File: src/hdl/qam_pkg.sv
// qam_pkg: shared widths, codes and types of the packed-bit qam mapper
// no dependencies; imported by every module of the mapper

package qam_pkg;

  // field widths of the channels
  localparam int DATA_W = 8;
  localparam int VB_W   = 4;
  localparam int IDX_W  = 10;
  localparam int SMP_W  = 16;
  localparam int K_W    = 4;

  // bit accumulator: up to nine held bits plus one full byte
  localparam int ACC_W  = 17;
  localparam int CNT_W  = 5;
  localparam int NSYM_W = 4;

  // defaults of the top level parameters
  localparam int TABLE_DEPTH_DEF  = 1024;
  localparam int SAMPLE_WIDTH_DEF = 16;

  localparam logic [K_W-1:0]    K_RESET   = 4'd2;
  localparam logic [NSYM_W-1:0] MAX_SYMS  = 4'd8;
  localparam logic [VB_W-1:0]   BYTE_BITS = 4'd8;

  typedef enum logic [1:0] {
    ST_OK       = 2'd0,
    ST_BAD_K    = 2'd1,
    ST_LEFTOVER = 2'd2
  } status_e;

  typedef enum logic {
    MODE_DATA  = 1'b0,
    MODE_TABLE = 1'b1
  } mode_e;

  // one table lookup (or error beat) handed from the slicer to the read stage
  typedef struct packed {
    logic [IDX_W-1:0] idx;
    status_e          status;
    logic             lob;
  } op_t;

  // bits per symbol values that have a constellation
  function automatic logic k_supported(input logic [K_W-1:0] k);
    logic ok;
    case (k)
      4'd1, 4'd2, 4'd4, 4'd6, 4'd8, 4'd10: ok = 1'b1;
      default: ok = 1'b0;
    endcase
    return ok;
  endfunction

endpackage

File: src/hdl/qam_slicer.sv
// qam_slicer: bit accumulator that cuts the byte stream into k-bit indices
// uses qam_pkg; issues one lookup or error beat per cycle to the read stage while op_ready_i is high

module qam_slicer
  import qam_pkg::*;
(
  input  logic              clk_i,
  input  logic              rst_ni,
  input  logic [K_W-1:0]    k_i,
  input  logic              load_i,
  input  logic [DATA_W-1:0] data_byte_i,
  input  logic [VB_W-1:0]   valid_bits_i,
  input  logic              last_byte_i,
  output logic              ready_o,
  output logic              op_valid_o,
  input  logic              op_ready_i,
  output op_t               op_o
);

  typedef struct packed {
    logic [ACC_W-1:0]  acc;
    logic [CNT_W-1:0]  cnt;
    logic [NSYM_W-1:0] nsym;
    logic              act;
    logic              last;
    logic              err;
  } slc_state_t;

  slc_state_t        st_q, st_d, nxt, aft;
  logic [CNT_W-1:0]  k_ext, rem, cnt_new;
  logic              sym_ok, work, issue, aft_work;
  logic [VB_W-1:0]   nv;
  logic [ACC_W-1:0]  idx_mask, acc_new;

  // pending work of the current byte; held bits wait for the next byte
  assign k_ext    = CNT_W'(k_i);
  assign sym_ok   = st_q.act && (st_q.cnt >= k_ext) && (st_q.nsym < MAX_SYMS);
  assign work     = st_q.err | sym_ok | st_q.last;
  assign rem      = st_q.cnt - k_ext;
  assign idx_mask = (ACC_W'(1) << k_i) - ACC_W'(1);

  // next beat and the state it leaves
  always_comb begin
    nxt  = st_q;
    op_o = '{idx: '0, status: ST_OK, lob: 1'b0};
    if (st_q.err) begin
      op_o.status = ST_BAD_K;
      op_o.lob    = st_q.last;
      nxt.err     = 1'b0;
      nxt.last    = 1'b0;
    end else if (sym_ok) begin
      op_o.idx  = IDX_W'((st_q.acc >> rem) & idx_mask);
      op_o.lob  = st_q.last && (rem == '0);
      nxt.cnt   = rem;
      nxt.nsym  = st_q.nsym + NSYM_W'(1);
      if (rem == '0) begin
        nxt.last = 1'b0;
      end
    end else if (st_q.last) begin
      // bits left at block end
      op_o.status = ST_LEFTOVER;
      op_o.lob    = 1'b1;
      nxt.acc     = '0;
      nxt.cnt     = '0;
      nxt.last    = 1'b0;
    end
  end

  assign op_valid_o = work;
  assign issue      = work & op_ready_i;

  // state after this cycle's beat; a new byte may load once nothing is left
  assign aft      = issue ? nxt : st_q;
  assign aft_work = aft.err | aft.last
                    | (aft.act && (aft.cnt >= k_ext) && (aft.nsym < MAX_SYMS));
  assign ready_o  = !aft_work;

  // append the valid leading bits of the new byte
  assign nv      = (valid_bits_i > BYTE_BITS) ? BYTE_BITS : valid_bits_i;
  assign acc_new = (aft.acc << nv) | ACC_W'(data_byte_i >> (BYTE_BITS - nv));
  assign cnt_new = aft.cnt + CNT_W'(nv);

  always_comb begin
    st_d = aft;
    // byte finished: held bits stay idle until the next byte
    if (!aft_work) begin
      st_d.act = 1'b0;
    end
    if (load_i) begin
      if (!k_supported(k_i)) begin
        st_d      = '0;
        st_d.err  = 1'b1;
        st_d.last = last_byte_i;
      end else begin
        st_d.acc  = acc_new;
        st_d.cnt  = cnt_new;
        st_d.nsym = '0;
        st_d.act  = 1'b1;
        st_d.err  = 1'b0;
        st_d.last = last_byte_i && (cnt_new != '0);
        if (last_byte_i && (cnt_new == '0)) begin
          st_d.acc = '0;
        end
      end
    end
  end

  always_ff @(posedge clk_i or negedge rst_ni) begin
    if (!rst_ni) begin
      st_q <= '0;
    end else begin
      st_q <= st_d;
    end
  end

endmodule

File: config.mk
export PLATFORM = sky130hd
export DESIGN_NAME = qam_slicer
export DESIGN_NICKNAME = d
export VERILOG_FILES = /design/src/hdl/qam_pkg.sv /design/src/hdl/qam_slicer.sv
export SDC_FILE = /design/constraint.sdc
export NUM_CORES = 1
export LEC_CHECK = 0
export BUFFER_PORTS_ARGS = -buffer_cell sky130_fd_sc_hd__buf_2
export CAP_MARGIN = 0
export CORE_MARGIN = 8
export CORE_UTILIZATION = 45
export CTS_CLUSTER_DIAMETER = 50
export CTS_CLUSTER_SIZE = 24
export DETAILED_ROUTE_END_ITERATION = 8
export GPL_ROUTABILITY_DRIVEN = 0
export GPL_TIMING_DRIVEN = 0
export REMOVE_ABC_BUFFERS = 1
export SYNTH_ARGS = -nofsm -noshare
export SYNTH_HDL_FRONTEND = slang
export SYNTH_SLANG_ARGS = --single-unit
export TNS_END_PERCENT = 50
File: constraint.sdc
create_clock -name clk_i -period 6.7 [get_ports clk_i]
set_clock_uncertainty 0.05 [all_clocks]
set_input_delay 0.67 -clock clk_i [delete_from_list [all_inputs] [get_ports clk_i]]
set_output_delay 0.67 -clock clk_i [all_outputs]
set_load 0.05 [all_outputs]
==> metrics.md, run 1 <==
| Metric | Value |
|---|---|
| Metal3 WL | `between 300 and 400 µm` |
| WP data arrival | `4.29 ns` |
| Crit share post-route | `74.8%` |
| Hold Path Class | `input pin to async pin` |
| H-tree levels | `2` |
| Pwr/cell area | `183 mW/mm²` |
| Post-synth EDFFs | `0` |
| Rows | `32` |
| Register area | `726 µm²` |
| Avg Vias per Cell | `about 6.1` |
| All-Layer GR Usage | `approximately 18%` |
| Final HPWL DP | `7370 µm` |
| Setup violators final | `0` |
| Unique masters post-synth | `64` |
| Syn-to-layout area delta | `7.53%` |
| Footprint of the multi-input gates | `0.00270 mm²` |
| Hold buffers post-CTS | `0` |
| Met1 Wirelength | `approximately 4700 µm` |
| Status | `completed` |
| Final nets | `a little under 500` |
| Layout cells sized above 1 | `18.0%` |
| Fmax | `199 MHz` |
| Max cap viols | `0` |
| Sequential share of the synthesized area | `20.0%` |
| Vias in the first global route | `3376` |
| Ys Warns | `0` |
| Async SR Flop Fraction | `100%` |
| RSZ-0062 raised after global routing | `false` |
| # fillers | `775` |
| Num CTS Buffers | `5` |
| Clock sinks | `29` |
| PostCTS Resize Cnt | `0` |
| Max Used Layer | `met4` |
| Final Max Tran Viols | `0` |
| Total wire length | `9700 µm` |
| Synth Flop Type | `dfrtp_1` |
| Req. time, crit path | `5.98 ns` |
| Synthesized cell area | `0.00362 mm²` |
| Peak supply drop | `around 0.000086 V` |
| Antenna violations before repair | `0` |
| Commonest non-fill, non-tap cell in the layout | `nand2_1` |
| #FFs+latches synth | `29` |
| CP startpoint | `k_i[0]` |
| Post-CTS Setup Inserts | `0` |
| First-pass GRT wire length | `16400 µm` |
| Area of the core | `approximately 0.0078 mm²` |
| CTS tree | `yes` |
| DR iter-0 viols | `171` |
| Slew HR | `29.0%` |
| Worst-margin pin slew | `1.06 ns` |
| Fin Setup TNS | `0 ns` |
| Startpoint Class | `input pin` |
| Vias post-DR | `3360` |
| Critical Path Sink Type | `output pin` |
| RR Startpoint | `st_q[7]` |
| Maximum number of pins on one net before global-route repair | `38` |
| Worst Path Class, Setup | `input pin to output pin` |
| Area fraction of the dominant cell type after synthesis | `20.0%` |
| Antenna-violating nets left | `0` |
| IO buf count | `35` |
| Initial core utilization | `46.6%` |
| Final hold vios | `0` |
| Most frequent cells in the layout | `nand2_1 (50), mux2i_1 (47), buf_2 (35)` |
| CP max FO | `20` |
| Routed wl met2 | `~4500 µm` |
| Chip height | `approximately 110 µm` |
| Largest cells by area after synthesis | `dfrtp_1 (20%), mux2i_1 (13%), mux4_2 (5.6%)` |
| Synth Area per Inst | `8.31 µm²` |
| Worst-path clk slew | `0.07 ns` |
| IO Pins | `36` |
| Synth Instances | `436` |
| Die footprint | `0.0112 mm²` |
| Residual DRC | `0` |
| # diodes | `0` |
| Period minus WS final | `5.01 ns` |
| Clk_lat worst skew | `roughly 0.28 ns` |
| Max Root-Sink Buffers | `2` |
| Total grt overflow | `0` |
| Final Util | `50.2%` |
| Clk root buf | `clkbuf_8` |
| WL/cell | `17.6 µm` |
| Drt first pass iters | `5` |
| Static leakage | `around 1.7 nW` |
| Area leader, netlist | `dfrtp_1` |
| Die Width | `between 100 and 150 µm` |
-- cells by family (layout without fill, tap and decap cells) --
family          Yosys count  after routing  synth area share, %
flops                    29             29                 20.0
compound gates          123            123                 23.7
xor+xnor                 10             10                 2.62
buf+inv                  46             59                 5.63
fa+ha+maj                18             18                 6.63
mux                      66             66                 21.8
simple gates            144            144                 19.6
-- through the flow --
stage          total power [mW]  cell area, µm²  hold WS [ns]  worst slack, ns  cells
6_report                  0.712            3900         0.392             1.69    551
5_1_grt                   0.765            3900         0.446             1.36    551
4_1_cts                   0.714            3900         0.418             1.68    551
3_5_place_dp              0.577            3820         0.481             1.68    545
3_3_place_gp              0.571            3790         0.478             1.37    544
2_1_floorplan             0.482            3490         0.324            0.986    407
-- sequential cells by signal, summed over array words and instances, names as in the netlist --
| signal | cells |
|---|---|
| nxt | 1 |
| st_q | 28 |
-- synthesized netlist by cell type, types with 9 or more instances --
cell and count:
inv_1 15, clkbuf_1 12, mux2_2 9, a21oi_1 23, nor2_1 33, nand2_1 50, buf_2 11, mux2i_1 47
dfrtp_1 29, o21ai_0 29, mux4_2 9, ha_1 16, nand3_1 11, a22o_1 16
-- critical path, cell delays in order --
cell and delay, ns:
buf_2 0.17, ha_1 0.75, and4_4 0.38, nor3_4 0.06, nand2_1 0.13, and2_1 0.16, o21ai_1 0.13, a2bb2oi_1 0.37
inv_1 0.14, ha_1 0.30, a21o_1 0.16, a21o_1 0.17, a21oi_1 0.14, a21boi_0 0.12, a22oi_1 0.16, buf_2 0.29
-- path summary, 6_finish.rpt --
kind	to	cells after the start	slack, ns
min in group clk_i	st_q[5]	2	0.51
worst min register to register	st_q[5]	2	0.51
max in group asynchronous	st_q[9]	1	5.74
worst max register to register	st_q[27]	17	2.16
worst min-delay path	st_q[19]	1	0.39
worst max-delay path	ready_o	16	1.69
-- layout make-up --
| cell class | instances | share of cell area [%] |
|---|---|---|
| Tap cell | 102 | 3.28 |
| Sequential cell | 29 | 18.6 |
| Timing Repair Buffer | 36 | 5.20 |
| Clock inverter | 1 | 0.128 |
| Inverter | 17 | 1.70 |
| Multi-Input combinational cell | 361 | 69.3 |
| Clock buffer | 5 | 1.77 |
-- metal layers --
metal	GRT usage [%]	vias to the layer above
met3	2.62	9
li1	-	1634
met4	5.33	0
met5	0	-
met1	23.4	1645
met2	28.4	72
-- power breakdown --
part | internal (mW) | switching [mW] | total (mW) | leakage [nW]
combinational | 0.143 | 0.225 | 0.368 | 1.27
clock | 0.0682 | 0.0664 | 0.135 | 0.0399
sequential | 0.188 | 0.0212 | 0.209 | 0.393
total | 0.399 | 0.313 | 0.712 | 1.71
No activity file was read; power rests on OpenSTA's default activity.
==> inputs of run 2 (changes only) <==
--- a/config.mk
+++ b/config.mk
@@ -5,6 +5,7 @@
 export SDC_FILE = /design/constraint.sdc
 export NUM_CORES = 1
 export LEC_CHECK = 0
+export ABC_AREA = 1
 export BUFFER_PORTS_ARGS = -buffer_cell sky130_fd_sc_hd__buf_2
 export CAP_MARGIN = 0
 export CORE_MARGIN = 8
@@ -14,6 +15,7 @@
 export DETAILED_ROUTE_END_ITERATION = 8
 export GPL_ROUTABILITY_DRIVEN = 0
 export GPL_TIMING_DRIVEN = 0
+export PLACE_DENSITY = 0.66
 export REMOVE_ABC_BUFFERS = 1
 export SYNTH_ARGS = -nofsm -noshare
 export SYNTH_HDL_FRONTEND = slang
==> constraint.sdc (replaced) <==
create_clock -name clk_i -period 4.6 [get_ports clk_i]
set_clock_uncertainty 0.05 [all_clocks]
set_input_delay 0.46 -clock clk_i [delete_from_list [all_inputs] [get_ports clk_i]]
set_output_delay 0.46 -clock clk_i [all_outputs]
set_load 0.05 [all_outputs]
==> run 2 against run 1 <==
Compared with the run above:
- area after synthesis increased by 2.6%
- cell count increased by 33%
- combinational power increased by 130%
- hold slack got worse by 0.24 ns
- power increased by 100%
- sequential share of layout area decreased by 0.69 points
- first-iteration DRC count increased by 150%
- register-to-register slack got worse by 1.7 ns
- global-route usage increased by 1.2 points
- critical path type is now register to output pin
- largest power group unchanged
==> metrics.md, run 2 <==
| Metric | Value |
|---|---|
| Commonest cells in the netlist | `nand2_1 (170), nand3_1 (109), o21ai_0 (68), inv_1 (61), nor2_1 (41)` |
| Crit share post-route | `between 90% and 100%` |
| Post-Place Setup Slack | `-0.00924 ns` |
| # fillers | `between 800 and 900` |
| Peak supply drop | `0.000108 V` |
| Most frequent cells in the layout | `nand2_1 (170), nand3_1 (109), o21ai_0 (67)` |
| Cell internal pwr | `719 µW` |
| Final worst slack | `0.323 ns` |
| Total wire length | `10900 µm` |
| Vias post-DR | `about 4200` |
| #FFs+latches synth | `29` |
| Clock group share of total power | `18.0%` |
| First-pass GRT wire length | `17900 µm` |
| IO buf count | `35` |
| Antenna violations before repair | `0` |
| Final hold vios | `0` |
| FF-to-FF setup slack | `0.49 ns` |
| Syn-to-layout area delta | `8.82%` |
| Synth Flop Type | `dfrtp_1` |
| Final Max Tran Viols | `0` |
| Area fraction of the dominant cell type after synthesis | `between 10% and 20%` |
| Rows | `33` |
| Async SR Flop Fraction | `between 90% and 100%` |
| Initial core utilization | `45.7%` |
| Worst-path clk slew | `~0.070 ns` |
| Pwr/cell area | `357 mW/mm²` |
| Worst Path Class, Setup | `register to output pin` |
| Area of the core | `0.00813 mm²` |
| Critical Path Sink Type | `output pin` |
| H-tree levels | `2` |
| Hold Path Class | `input pin to async pin` |
| Final nets | `669` |
| Reg2reg end | `st_q[28]` |
| Synth Instances | `617` |
| Clk root buf | `clkbuf_8` |
| All-Layer GR Usage | `a little under a fifth` |
| Synth Area per Inst | `6.03 µm²` |
| Most common cell in the synthesized netlist | `nand2_1` |
| Die footprint | `0.0114 mm²` |
| WL/cell | `14.9 µm` |
| Clock sinks | `29` |
| Maximum number of pins on one net before global-route repair | `50` |
| Ys Warns | `0` |
| Sequential share of the synthesized area | `19.5%` |
| Status | `completed` |
| Area leader, netlist | `dfrtp_1` |
| Req. time, crit path | `4.09 ns` |
| Number of flip-flops in the largest register | `28` |
| Period minus WS final | `4.28 ns` |
| Hold buffers post-CTS | `0` |
| RR Startpoint | `st_q[9]` |
| Largest cells by area after synthesis | `dfrtp_1 (20%), nand2_1 (17%), nand3_1 (15%)` |
| Unique masters post-synth | `44` |
| Worst-margin pin slew | `1.22 ns` |
| CTS tree | `yes` |
| Layout cells sized above 1 | `between 10% and 20%` |
| # diodes | `0` |
| CP max FO | `13` |
| Slew HR | `between 10% and 20%` |
| Startpoint Class | `register` |
| Num CTS Buffers | `5` |
| R2R depth | `14` |
| Top reg by flops | `st_q` |
| IO Pins | `36` |
| Post-synth EDFFs | `0` |
| Footprint of the multi-input gates | `0.00264 mm²` |
| Clk_lat worst skew | `0.29 ns` |
| Die Width | `between 100 and 150 µm` |
| Register area | `726 µm²` |
| Setup violators final | `0` |
| Part of the power in registers | `22.8%` |
| Avg Vias per Cell | `~5.7` |
| Hold_ws | `roughly 0.15 ns` |
| Total grt overflow | `0` |
| RSZ-0062 raised after global routing | `false` |
| Chip height | `107 µm` |
| Final HPWL DP | `8080 µm` |
| Net Sw Power | `725 µW` |
| WP data arrival | `about 3.8 ns` |
| Static leakage | `roughly 2 nW` |
| Fmax | `approximately 230 MHz` |
| DR iter-0 viols | `421` |
| Vias in the first global route | `3746` |
| Sw Ratio | `50.2%` |
| Commonest non-fill, non-tap cell in the layout | `nand2_1` |
| Max Root-Sink Buffers | `2` |
| Synthesized cell area | `0.00372 mm²` |
| Max cap viols | `0` |
| Comb pwr share | `59.2%` |
| Antenna-violating nets left | `0` |
| Drt first pass iters | `6` |
| Residual DRC | `0` |
-- run 2: cell types whose count changed in the layout (fill, tap and decap cells not counted), moves of 9 or more --
cell | before | now
o21ai_0 | 29 | 67
nand3_1 | 11 | 109
mux4_2 | 9 | 0
inv_1 | 15 | 60
nand2_1 | 50 | 170
a22o_1 | 16 | 1
mux2_2 | 9 | 0
mux2i_1 | 47 | 1
-- run 2: final cells by class --
class                      instances  share of cell area (%)
multi-input combinational        491                    65.2
sequential                        29                    17.9
tap                              105                    3.25
timing repair inverter             1                   0.124
clock buffer                       5                    1.70
clock inverter                     2                   0.866
timing repair buffer              38                    4.95
inverter                          64                    6.03
-- run 2: worst max-delay path by stage --
stage          slack [ns]     from      end  cells after the start
2_1_floorplan        0.21   k_i[0]  op_o[4]                      7
3_3_place_gp         0.08   k_i[0]  ready_o                     22
3_5_place_dp       -0.009   k_i[0]  ready_o                     22
4_1_cts              0.03  st_q[7]  ready_o                     18
5_1_grt              0.03   k_i[3]  ready_o                     23
6_report             0.32  st_q[9]  ready_o                     13
-- run 2: critical path, stage by stage, from the launching register on --
cell      delay, ns
dfrtp_1        0.40
ha_1           0.39
nand3_1        0.10
nand2_1        0.11
xor2_1         0.74
o21ai_0        0.21
o21ai_0        0.47
ha_1           0.33
a21oi_1        0.19
nand2_1        0.08
nand3_1        0.07
nand3_1        0.10
inv_1          0.07
clkbuf_4       0.22
-- run 2: power by group through the flow --
stage | Sequential [mW] | Combinational, mW | Clock (mW)
global route | 0.334 | 0.963 | 0.272
global placement | 0.332 | 0.793 | 0
finish | 0.329 | 0.855 | 0.260
detailed placement | 0.332 | 0.808 | 0
CTS | 0.328 | 0.813 | 0.262
floorplan | 0.321 | 0.620 | 0
-- run 2: routing by layer --
metal | track usage, % | share of wire, %
met1 | 25.1 | 46
met4 | 5.33 | 1.2
met5 | 0 | 0
met3 | 2.04 | 5.3
met2 | 31.0 | 47
-- run 2: cells by family after synthesis --
group / synth area share, %
compound gates: 19.6
xor+xnor: 1.65
fa+ha+maj: 6.46
buf+inv: 10.2
flops: 19.5
mux: 0.269
simple gates: 42.3
-- run 2: what timing repair did --
action | CTS | global route
cloned | 0 | 1
setup endpoints to repair | 1 | 4
resized for setup | 1 | 6
setup buffers | 0 | 3
hold endpoints to repair | 0 | 0
pin swaps | 0 | 1
-- run 2: metrics by stage --
step                      area [µm²]  TNS [ns]  util [%]  instances  total power, mW
after floorplan                 3580         0         -        584            0.942
after global placement          3890         0      47.8        724             1.13
after detailed placement        3890  -0.00924      47.8        724             1.14
after CTS                       3990         0      49.1        731             1.40
after global routing            4050         0      49.7        735             1.57
final                           4050         0      49.7        735             1.44
